<file path="src/lsm_pkg.sv">
// ----------------------------------------------------------------------------
// lsm_pkg - shared definitions for the latency statistics monitor
// Sizes, opcodes, result kinds and the packed layouts of the entry and slot
// words held in the two state memories.
// ----------------------------------------------------------------------------
`default_nettype none

package lsm_pkg;

  localparam int unsigned ENTRY_COUNT  = 64;
  localparam int unsigned RECORD_SLOTS = 16;

  localparam int unsigned EW        = (ENTRY_COUNT > 1) ? $clog2(ENTRY_COUNT) : 1;
  localparam int unsigned PW        = $clog2(RECORD_SLOTS);
  localparam int unsigned CW        = $clog2(RECORD_SLOTS + 1);
  localparam int unsigned TOTAL     = ENTRY_COUNT * RECORD_SLOTS;
  localparam int unsigned SW        = $clog2(TOTAL);

  // variance divide by RECORD_SLOTS-1: round-up reciprocal, exact for any
  // 32-bit dividend with this shift
  localparam int unsigned VAR_SHIFT = 32 + $clog2(RECORD_SLOTS - 1);
  localparam logic [33:0] VAR_RECIP =
    34'(((64'd1 << VAR_SHIFT) + 64'(RECORD_SLOTS - 2)) / 64'(RECORD_SLOTS - 1));
  localparam int unsigned VAR_PW    = VAR_SHIFT + 32;

  localparam logic [31:0] DEFAULT_MIN_INTERVAL = 32'd60000000;

  typedef enum logic [1:0] {
    OP_BEGIN = 2'd0,
    OP_END   = 2'd1,
    OP_CLEAR = 2'd2
  } opcode_e;

  localparam logic KIND_ALARM = 1'b0;
  localparam logic KIND_STATS = 1'b1;

  // per-entry word
  typedef struct packed {
    logic [PW-1:0] pos;
    logic [31:0]   max_us;
    logic [31:0]   min_us;
    logic [31:0]   thr_us;
    logic          latched;
  } entry_t;

  // per-slot word, begin time kept in its own array
  typedef struct packed {
    logic [31:0] end_us;
    logic [31:0] delta_us;
    logic        reported;
  } slot_t;

endpackage

`default_nettype wire

</file>
<file path="src/lsm_div.sv">
// ----------------------------------------------------------------------------
// lsm_div - variance divider
// Divides by RECORD_SLOTS-1 with a registered reciprocal multiply; the
// quotient is ready in the cycle after start.
// ----------------------------------------------------------------------------
`default_nettype none

module lsm_div (
  input  wire logic        clk_i,
  input  wire logic        rst_ni,
  input  wire logic        start_i,
  input  wire logic [31:0] dividend_i,
  output      logic        done_o,
  output      logic [31:0] quotient_o
);
  import lsm_pkg::*;

  logic              done_q;
  logic [VAR_PW-1:0] prod_q;

  always_ff @(posedge clk_i or negedge rst_ni) begin
    if (!rst_ni) begin
      done_q <= 1'b0;
    end else begin
      done_q <= start_i;
    end
  end

  always_ff @(posedge clk_i) begin
    if (start_i) begin
      prod_q <= VAR_PW'(dividend_i) * VAR_PW'(VAR_RECIP);
    end
  end

  assign done_o     = done_q;
  assign quotient_o = prod_q[VAR_SHIFT +: 32];

endmodule

`default_nettype wire

</file>
<file path="config.mk">
export PLATFORM = sky130hd
export DESIGN_NAME = lsm_div
export DESIGN_NICKNAME = d
export VERILOG_FILES = /design/src/lsm_pkg.sv /design/src/lsm_div.sv
export SDC_FILE = /design/constraint.sdc
export NUM_CORES = 1
export LEC_CHECK = 0
export BUFFER_PORTS_ARGS = -buffer_cell sky130_fd_sc_hd__buf_4
export CAP_MARGIN = 40
export CORE_UTILIZATION = 23
export CTS_CLUSTER_SIZE = 12
export DETAILED_ROUTE_END_ITERATION = 12
export PLACE_DENSITY = 0.35
export SYNTH_ARGS = -nofsm -noshare
export SYNTH_HDL_FRONTEND = slang
export SYNTH_SLANG_ARGS = --single-unit
</file>
<file path="constraint.sdc">
create_clock -name clk_i -period 0.8 [get_ports clk_i]
set_clock_uncertainty 0.15 [all_clocks]
set_input_delay 0.04 -clock clk_i [delete_from_list [all_inputs] [get_ports clk_i]]
set_output_delay 0.04 -clock clk_i [all_outputs]
set_load 0.02 [all_outputs]
</file>
==> impl_metrics.toml, run 1 <==
[grt]
grt_pass1_vias = 9599
antenna_found_initial = 0
grt_start_max_net_pins = 24
grt-ovfl-total = 0
grt_pass1_wl_mm = 55.53
grt_use_total = 0.1503

[clocking]
holdBufCountCts = 1
cts_sinks = 30
h-tree-depth = 2
cts_tree = "done"
clk_path_buf_depth = 2
clkTransAtPathRegs_ps = 60
cts_inserted_buffers = 5
cts_root_buf = "clkbuf_16"

[floorplanning]
core_sq_um = 46950
dieArea_sq_um = 48950
initial_core_util = 0.2355
die_h_microns = 221.3
io_pins = 68
rows = 79
fp.dieW_microns = 221.3

[yosys]
synthMuxAreaShare = 0.0009053
synth_compound_gate_area_share = 0.1101
synth-xor-area-share = 0.02376
synth-edff-count = 29
ys_warn_count = 0
synth-main-ff-cell = "edfxtp_1"
syn_area_sq_um = 11060
syn_avg_cell_area_sq_um = 9.811
synthSimpleGateAreaFrac = 0.04662
synth_top_area_share = 0.3395
synth_async_sr_flop_share = 0.03333
ys_seq_area_frac = 0.08102
netlist_instances = 1127
yosys.area.top_type = "ha_1"
synth.area.top_cells = "ha_1 34%, fa_1 28%, inv_1 11%"
ys_ff_latch = 30
synth_top_family_by_area = "adder cells"
synthAdderAreaFrac = 0.6237
synth_cell_types = 60

[run_status]
status = "finished, violations left"
violations = "hold timing, setup timing"

[place]
dp_hpwl_mm = 33.27
gp_congestion = 0.8427
placed_cells = 2050
port_buffers = 64

[detailed_routing]
ant_nets = 0
routed_wl_mm = 36.34
vias = 8742
drt_iter0_markers = 269
wl_per_cell_microns = 17.55
drcViolationCount = 0
vias_per_cell = 4.223
drtPass1Iterations = 4

[cells_and_area]
stdcell_count = 2070
final_layout_size_suffix_gt1_frac = 0.2987
finalNetCount = 1954
syn_to_final_growth_pct = 38.42
diodes = 0

[sta]
finalWorstSetupSlack_ps = -5035
drv_slew = 0
finalHoldViolations = 4
setup_violations = 59
rsz0062_at_grt = "true"
hold-worst-slack_ps = -77.07
min_period_over_period = 7.293
fmax_mhz = 171.4
final.min_clock_period_ps = 5835

[setup_path]
path_max_fanout = 3
path_class = "in -> reg"
cp-start-kind = "input pin"
cp.arrival_ps = 5720
crit_path_end_kind = "register"
critical_path_required_ps = 680

[flow_run]
cap_viol_max_count = 0

[worst_hold_path]
hold_path.class = "in -> async"
==> worst max-delay path, cell delays in order <==
cell and delay, ps:
buf_6 100, ha_4 260, inv_2 40, fa_2 580, fa_1 440, fa_1 480, fa_1 490, inv_1 50
fa_1 470, inv_1 50, fa_1 490, inv_2 50, ha_4 250, and4_4 210, nand2_1 50, or3_4 390
a2111oi_4 280, o211ai_2 160, a31oi_4 290, o211ai_2 130, nand3_1 70, or3b_1 330
==> synthesized netlist by cell type (2+ instances only) <==
cell      count
o21a_1        9
a31o_2        2
a21o_1       36
nand4_1      10
nor2b_1       3
buf_4         3
inv_1       321
a41oi_1       2
o22ai_1       2
clkbuf_1      5
o31ai_1       3
and4_1        3
xnor2_1      18
o211ai_1      6
and3_1       10
a31oi_1       7
o211ai_2      2
nor2_1       15
a211o_1       2
fa_1        157
a211oi_1      3
edfxtp_1     29
xor2_1       12
nand2b_1      3
nor3_1        4
a221oi_1      2
nand2_1      30
o21bai_1      6
o221ai_1      2
or2_2         2
o21ai_0      20
a221o_1       2
nand3_1       7
ha_1        300
a21oi_1      57
and2_1        7
a311oi_1      2
==> worst paths after layout <==
path	start	endpoint	depth (start not counted)
min	rst_ni	done_o$_DFF_PN0_	2
min in group clk_i	start_i	prod_q[62]$_DFFE_PP_	2
max	dividend_i[5]	prod_q[57]$_DFFE_PP_	22
max in group asynchronous	rst_ni	done_o$_DFF_PN0_	2
==> cell type report <==
cell class	count	area [sq um]
clock inverter	3	16.27
fill	4903	31650
multi-input combinational	768	9577
tap	607	759.5
sequential	30	895.9
clock buffer	5	125.1
timing repair buffer	336	2726
inverter	321	1205
==> logic make-up after synthesis <==
logic type      Yosys count
flops                    30
xor+xnor                 30
buf+inv                 331
other cells               1
mux                       1
simple gates             99
fa+ha+maj               457
compound gates          178
==> routing by layer <==
layer  wire (microns)  GRT usage
met5                0          0
met2            19030     0.2758
met1            15970     0.1919
met3              711    0.01248
met4              615    0.02730
==> flip-flops by register name (all words and copies together) (netlist names) <==
register and flops:
prod_q 29, done_o 1
==> per-stage QoR <==
stage                     setup TNS, ps  cell area (sq um)  hold slack, ps  utilization  worst slack [ps]
final                           -142570              15300          -77.07       0.3260             -5035
after global routing            -148450              15300          -64.07       0.3260             -5232
after CTS                       -144010              15190          -81.57       0.3235             -5080
after detailed placement        -147900              14390          -333.7       0.3064             -5450
after global placement          -148620              14390          -333.8       0.3064             -5440
after floorplan                 -129150              11220          -405.6            -             -4881
==> what timing repair did <==
item / 4_1_cts / 5_1_grt
setup endpoints to repair: 59 / 59
endpoints found under the hold margin: 4 / 4
resized for setup: 107 / 17
pin swaps: 63 / 24
setup buffers: 9 / 4
==> cells in the final DEF, fill, tap and decap left out, drive strengths merged, types with 18 or more instances in the layout <==
cell type,instances
buf,335
xnor2,18
fa,157
a21oi,57
inv,321
ha,300
edfxtp,29
nand2,30
o21ai,22
a21o,36
Power of run 1 is not shown: default switching activity piles up to over one toggle a cycle in this logic, so the estimate is an artifact.
==> run 2: changes to the inputs <==
CORE_UTILIZATION = 45   (was 23)
PLACE_DENSITY = 0.6   (was 0.35)
SKIP_CTS_REPAIR_TIMING = 1   (was unset)
==> impl_metrics.toml, run 2 (same netlist as run 1, synthesis figures left out) <==
[run_status]
status = "finished, violations left"
violations = "hold timing, setup timing"

[detailed_routing]
drcViolationCount = 0
ant_nets = 0
routed_wl_mm = 30.00
vias_per_cell = 5.053
vias = 8949
wl_per_cell_microns = 16.94
drt_iter0_markers = 448
drtPass1Iterations = 5

[sta]
drv_slew = 0
finalHoldViolations = 2
setup_violations = 59
rsz0062_at_grt = "true"
fmax_mhz = 168.4
finalWorstSetupSlack_ps = -5138
min_period_over_period = 7.422
hold-worst-slack_ps = -78.87
max-slew-margin-rel = 0.6575
final.min_clock_period_ps = 5938
tightestPinTransition_ps = 508.4

[cells_and_area]
fillCellCount = 1993
final_common_cell = "inv_1"
largest_reg_flops = 29
final_layout_size_suffix_gt1_frac = 0.2982
top_register = "prod_q"
finalNetCount = 1943
utilization = 0.6243
syn_to_final_growth_pct = 34.11
final_cell_mix = "311 x inv_1, 276 x buf_4, 275 x ha_1"
diodes = 0
stdcell_count = 1771

[place]
placed_cells = 1744
port_buffers = 64
gp_congestion = 0.9073
place_ws_ps = -5441
dp_hpwl_mm = 27.06

[setup_path]
cp.arrival_ps = 5810
cp_num_cells = 22
critical_path_required_ps = 670
crit_buf_inv = 5
cp-start-kind = "input pin"
crit_path_end_kind = "register"
path_class = "in -> reg"
crit_chain = "buf_8 > ha_4 > inv_4 > fa_2 > fa_1 > fa_1 > fa_1 > inv_1 > fa_1 > inv_1 > fa_1 > inv_2 > ha_4 > and4_4 > nand2_1 > or3_4 > a2111oi_4 > o211ai_2 > a31oi_4 > o211ai_2 > nand3_1 > or3b_1"
crit_path_max_incr_delay_ps = 590
path_max_fanout = 4
cpLargestDelayFamily = "adder cells"
crit_top_cell = "fa_1"
cp_slowest_cell = "fa_2"

[floorplanning]
fp.dieW_microns = 158.8
io_pins = 68
initial_core_util = 0.4655
dieArea_sq_um = 25200
rows = 56
core_sq_um = 23750
die_h_microns = 158.8

[clocking]
clk_path_buf_depth = 2
cts_sinks = 30
clkTransAtPathRegs_ps = 50
cts_inserted_buffers = 5
cts_root_buf = "clkbuf_16"
h-tree-depth = 2
cts_tree = "done"

[grt]
grt_start_max_net_pins = 24
grt_use_total = 0.2381
grt-ovfl-total = 0
grt_pass1_wl_mm = 46.73
grt_pass1_vias = 9137
antenna_found_initial = 0

[flow_run]
cap_viol_max_count = 0

[worst_hold_path]
hold_path.class = "in -> async"
run 2: layer usage:
layer	global-route usage	routed length (microns)
met3	0.03945	1563
met4	0.04898	534
met2	0.3786	13730
met5	0	0
met1	0.3390	14170
run 2: layout make-up:
| cell class | instances | area [sq um] | area share |
|---|---|---|---|
| Clock inverter | 3 | 16.27 | 0.001097 |
| Multi-Input combinational cell | 768 | 9540 | 0.6434 |
| Sequential cell | 30 | 895.9 | 0.06042 |
| Tap cell | 319 | 399.1 | 0.02692 |
| Clock buffer | 5 | 125.1 | 0.008438 |
| Inverter | 321 | 1207 | 0.08143 |
| Timing Repair Buffer | 325 | 2644 | 0.1783 |
run 2: worst max path at each step:
stage	startpoint	endpoint	slack [ps]
final	dividend_i[5]	prod_q[57]$_DFFE_PP_	-5140
after global routing	dividend_i[0]	prod_q[57]$_DFFE_PP_	-5310
after CTS	dividend_i[5]	prod_q[57]$_DFFE_PP_	-5160
after detailed placement	dividend_i[5]	prod_q[57]$_DFFE_PP_	-5440
after global placement	dividend_i[5]	prod_q[60]$_DFFE_PP_	-5400
after floorplan	dividend_i[8]	prod_q[60]$_DFFE_PP_	-4880
run 2: metrics by stage:
step                      setup TNS [ps]  instance area (sq um)  hold WS (ps)
after global routing             -147870                  14830        -57.51
after CTS                        -145490                  14030        -630.1
after global placement           -146170                  13890        -335.4
final                            -142220                  14830        -78.87
after detailed placement         -147280                  13890        -333.3
after floorplan                  -129150                  11220        -405.6
Power of run 2 is left out for the same reason.
==> run 3: changes to the inputs <==
PLACE_DENSITY = 0.62   (was 0.6)
clock period = 5.1 ns   (was 0.8 ns; I/O delays follow)
==> impl_metrics.toml, run 3 (same netlist as run 1, synthesis figures left out) <==
[setup_path]
cp-start-kind = "input pin"
path_max_fanout = 3
crit_path_end_kind = "register"
critical_path_required_ps = 4960
cp.arrival_ps = 6060
path_class = "in -> reg"

[run_status]
violations = "setup timing"
status = "finished, violations left"

[floorplanning]
fp.dieW_microns = 158.8
rows = 56
io_pins = 68
initial_core_util = 0.4655
core_sq_um = 23750
dieArea_sq_um = 25200
die_h_microns = 158.8

[detailed_routing]
vias = 8891
drt_iter0_markers = 478
vias_per_cell = 5.157
wl_per_cell_microns = 16.98
drtPass1Iterations = 5
routed_wl_mm = 29.27
ant_nets = 0
drcViolationCount = 0

[place]
port_buffers = 64
dpl_cell_area_sq_um = 13570
placed_cells = 1706
gp_congestion = 0.9512
place_ws_ps = -1404
dp_hpwl_mm = 26.58

[sta]
rsz0062_at_grt = "true"
drv_slew = 0
fmax_mhz = 161.5
setup_violations = 27
fin_setup_tns_ps = -19010
finalHoldViolations = 0
min_period_over_period = 1.214
final.min_clock_period_ps = 6191
finalWorstSetupSlack_ps = -1091

[grt]
grt_start_max_net_pins = 31
grt_pass1_vias = 9085
grt-ovfl-total = 0
grt_use_total = 0.2344
antenna_found_initial = 0
grt_pass1_wl_mm = 46.10

[cells_and_area]
top_register = "prod_q"
final_common_cell = "inv_1"
stdcell_count = 1724
diodes = 0
final_cell_mix = "316 x inv_1, 291 x ha_1, 268 x buf_4"
post-route-cell-area_sq_um = 14100
finalNetCount = 1896
syn_to_final_growth_pct = 27.54
final_layout_size_suffix_gt1_frac = 0.2527
largest_reg_flops = 29

[clocking]
cts_root_buf = "clkbuf_16"
clk_path_buf_depth = 2
clkTransAtPathRegs_ps = 50
h-tree-depth = 2
cts_sinks = 30
cts_tree = "done"
cts_inserted_buffers = 5

[worst_hold_path]
hold_path.class = "in -> async"

[flow_run]
cap_viol_max_count = 0
==> run 3: changes by cell type in the layout (fill, tap and decap cells not counted), sizes merged <==
| cell | change |
|---|---|
| bufinv | +1 |
| clkinvlp | -1 |
| buf | -47 |
==> run 3: final timing paths <==
kind,cells past startpoint,endpoint,slack [ps],startpoint
worst max-delay path,22,prod_q[57]$_DFFE_PP_,-1090,dividend_i[5]
worst min-delay path,2,done_o$_DFF_PN0_,140,rst_ni
max in group asynchronous,2,done_o$_DFF_PN0_,4580,rst_ni
min in group clk_i,1,done_o$_DFF_PN0_,170,start_i
==> run 3: layer usage <==
| layer | vias up | track usage | part of all wire |
|---|---|---|---|
| li1 | 4247 | - | - |
| met3 | 28 | 0.03474 | 0.058 |
| met4 | 0 | 0.04634 | 0.017 |
| met1 | 4408 | 0.3365 | 0.46 |
| met2 | 208 | 0.3730 | 0.46 |
| met5 | - | 0 | 0 |
==> run 3: worst max-delay path: stages <==
cell and delay [ps]:
buf_6 100, ha_4 280, inv_4 40, fa_2 600, fa_1 450, fa_1 500, fa_1 490, inv_1 50
fa_1 490, inv_2 40, fa_1 490, inv_2 40, ha_4 260, and4_4 230, nand2_2 40, or3_4 380
a2111oi_4 280, o211ai_2 160, a31oi_4 280, o211ai_2 130, nand3_1 100, or3b_1 350
==> run 3: stage by stage <==
step,utilization,hold WS (ps)
2_1_floorplan,-,-190.6
3_3_place_gp,0.5711,-120.2
3_5_place_dp,0.5711,-118.6
4_1_cts,0.5781,-414.0
5_1_grt,0.5937,157.9
6_report,0.5937,143.9
==> run 3: final cells by class <==
cell class,instances,area (sq um)
multi-input cells,768,9285
fillers,2053,9651
inverters,321,1207
flip-flops and latches,30,895.9
clock inverters,3,40.04
repair buffers,278,2150
well taps,319,399.1
clock buffers,5,125.1
Power of run 3 is left out for the same reason.
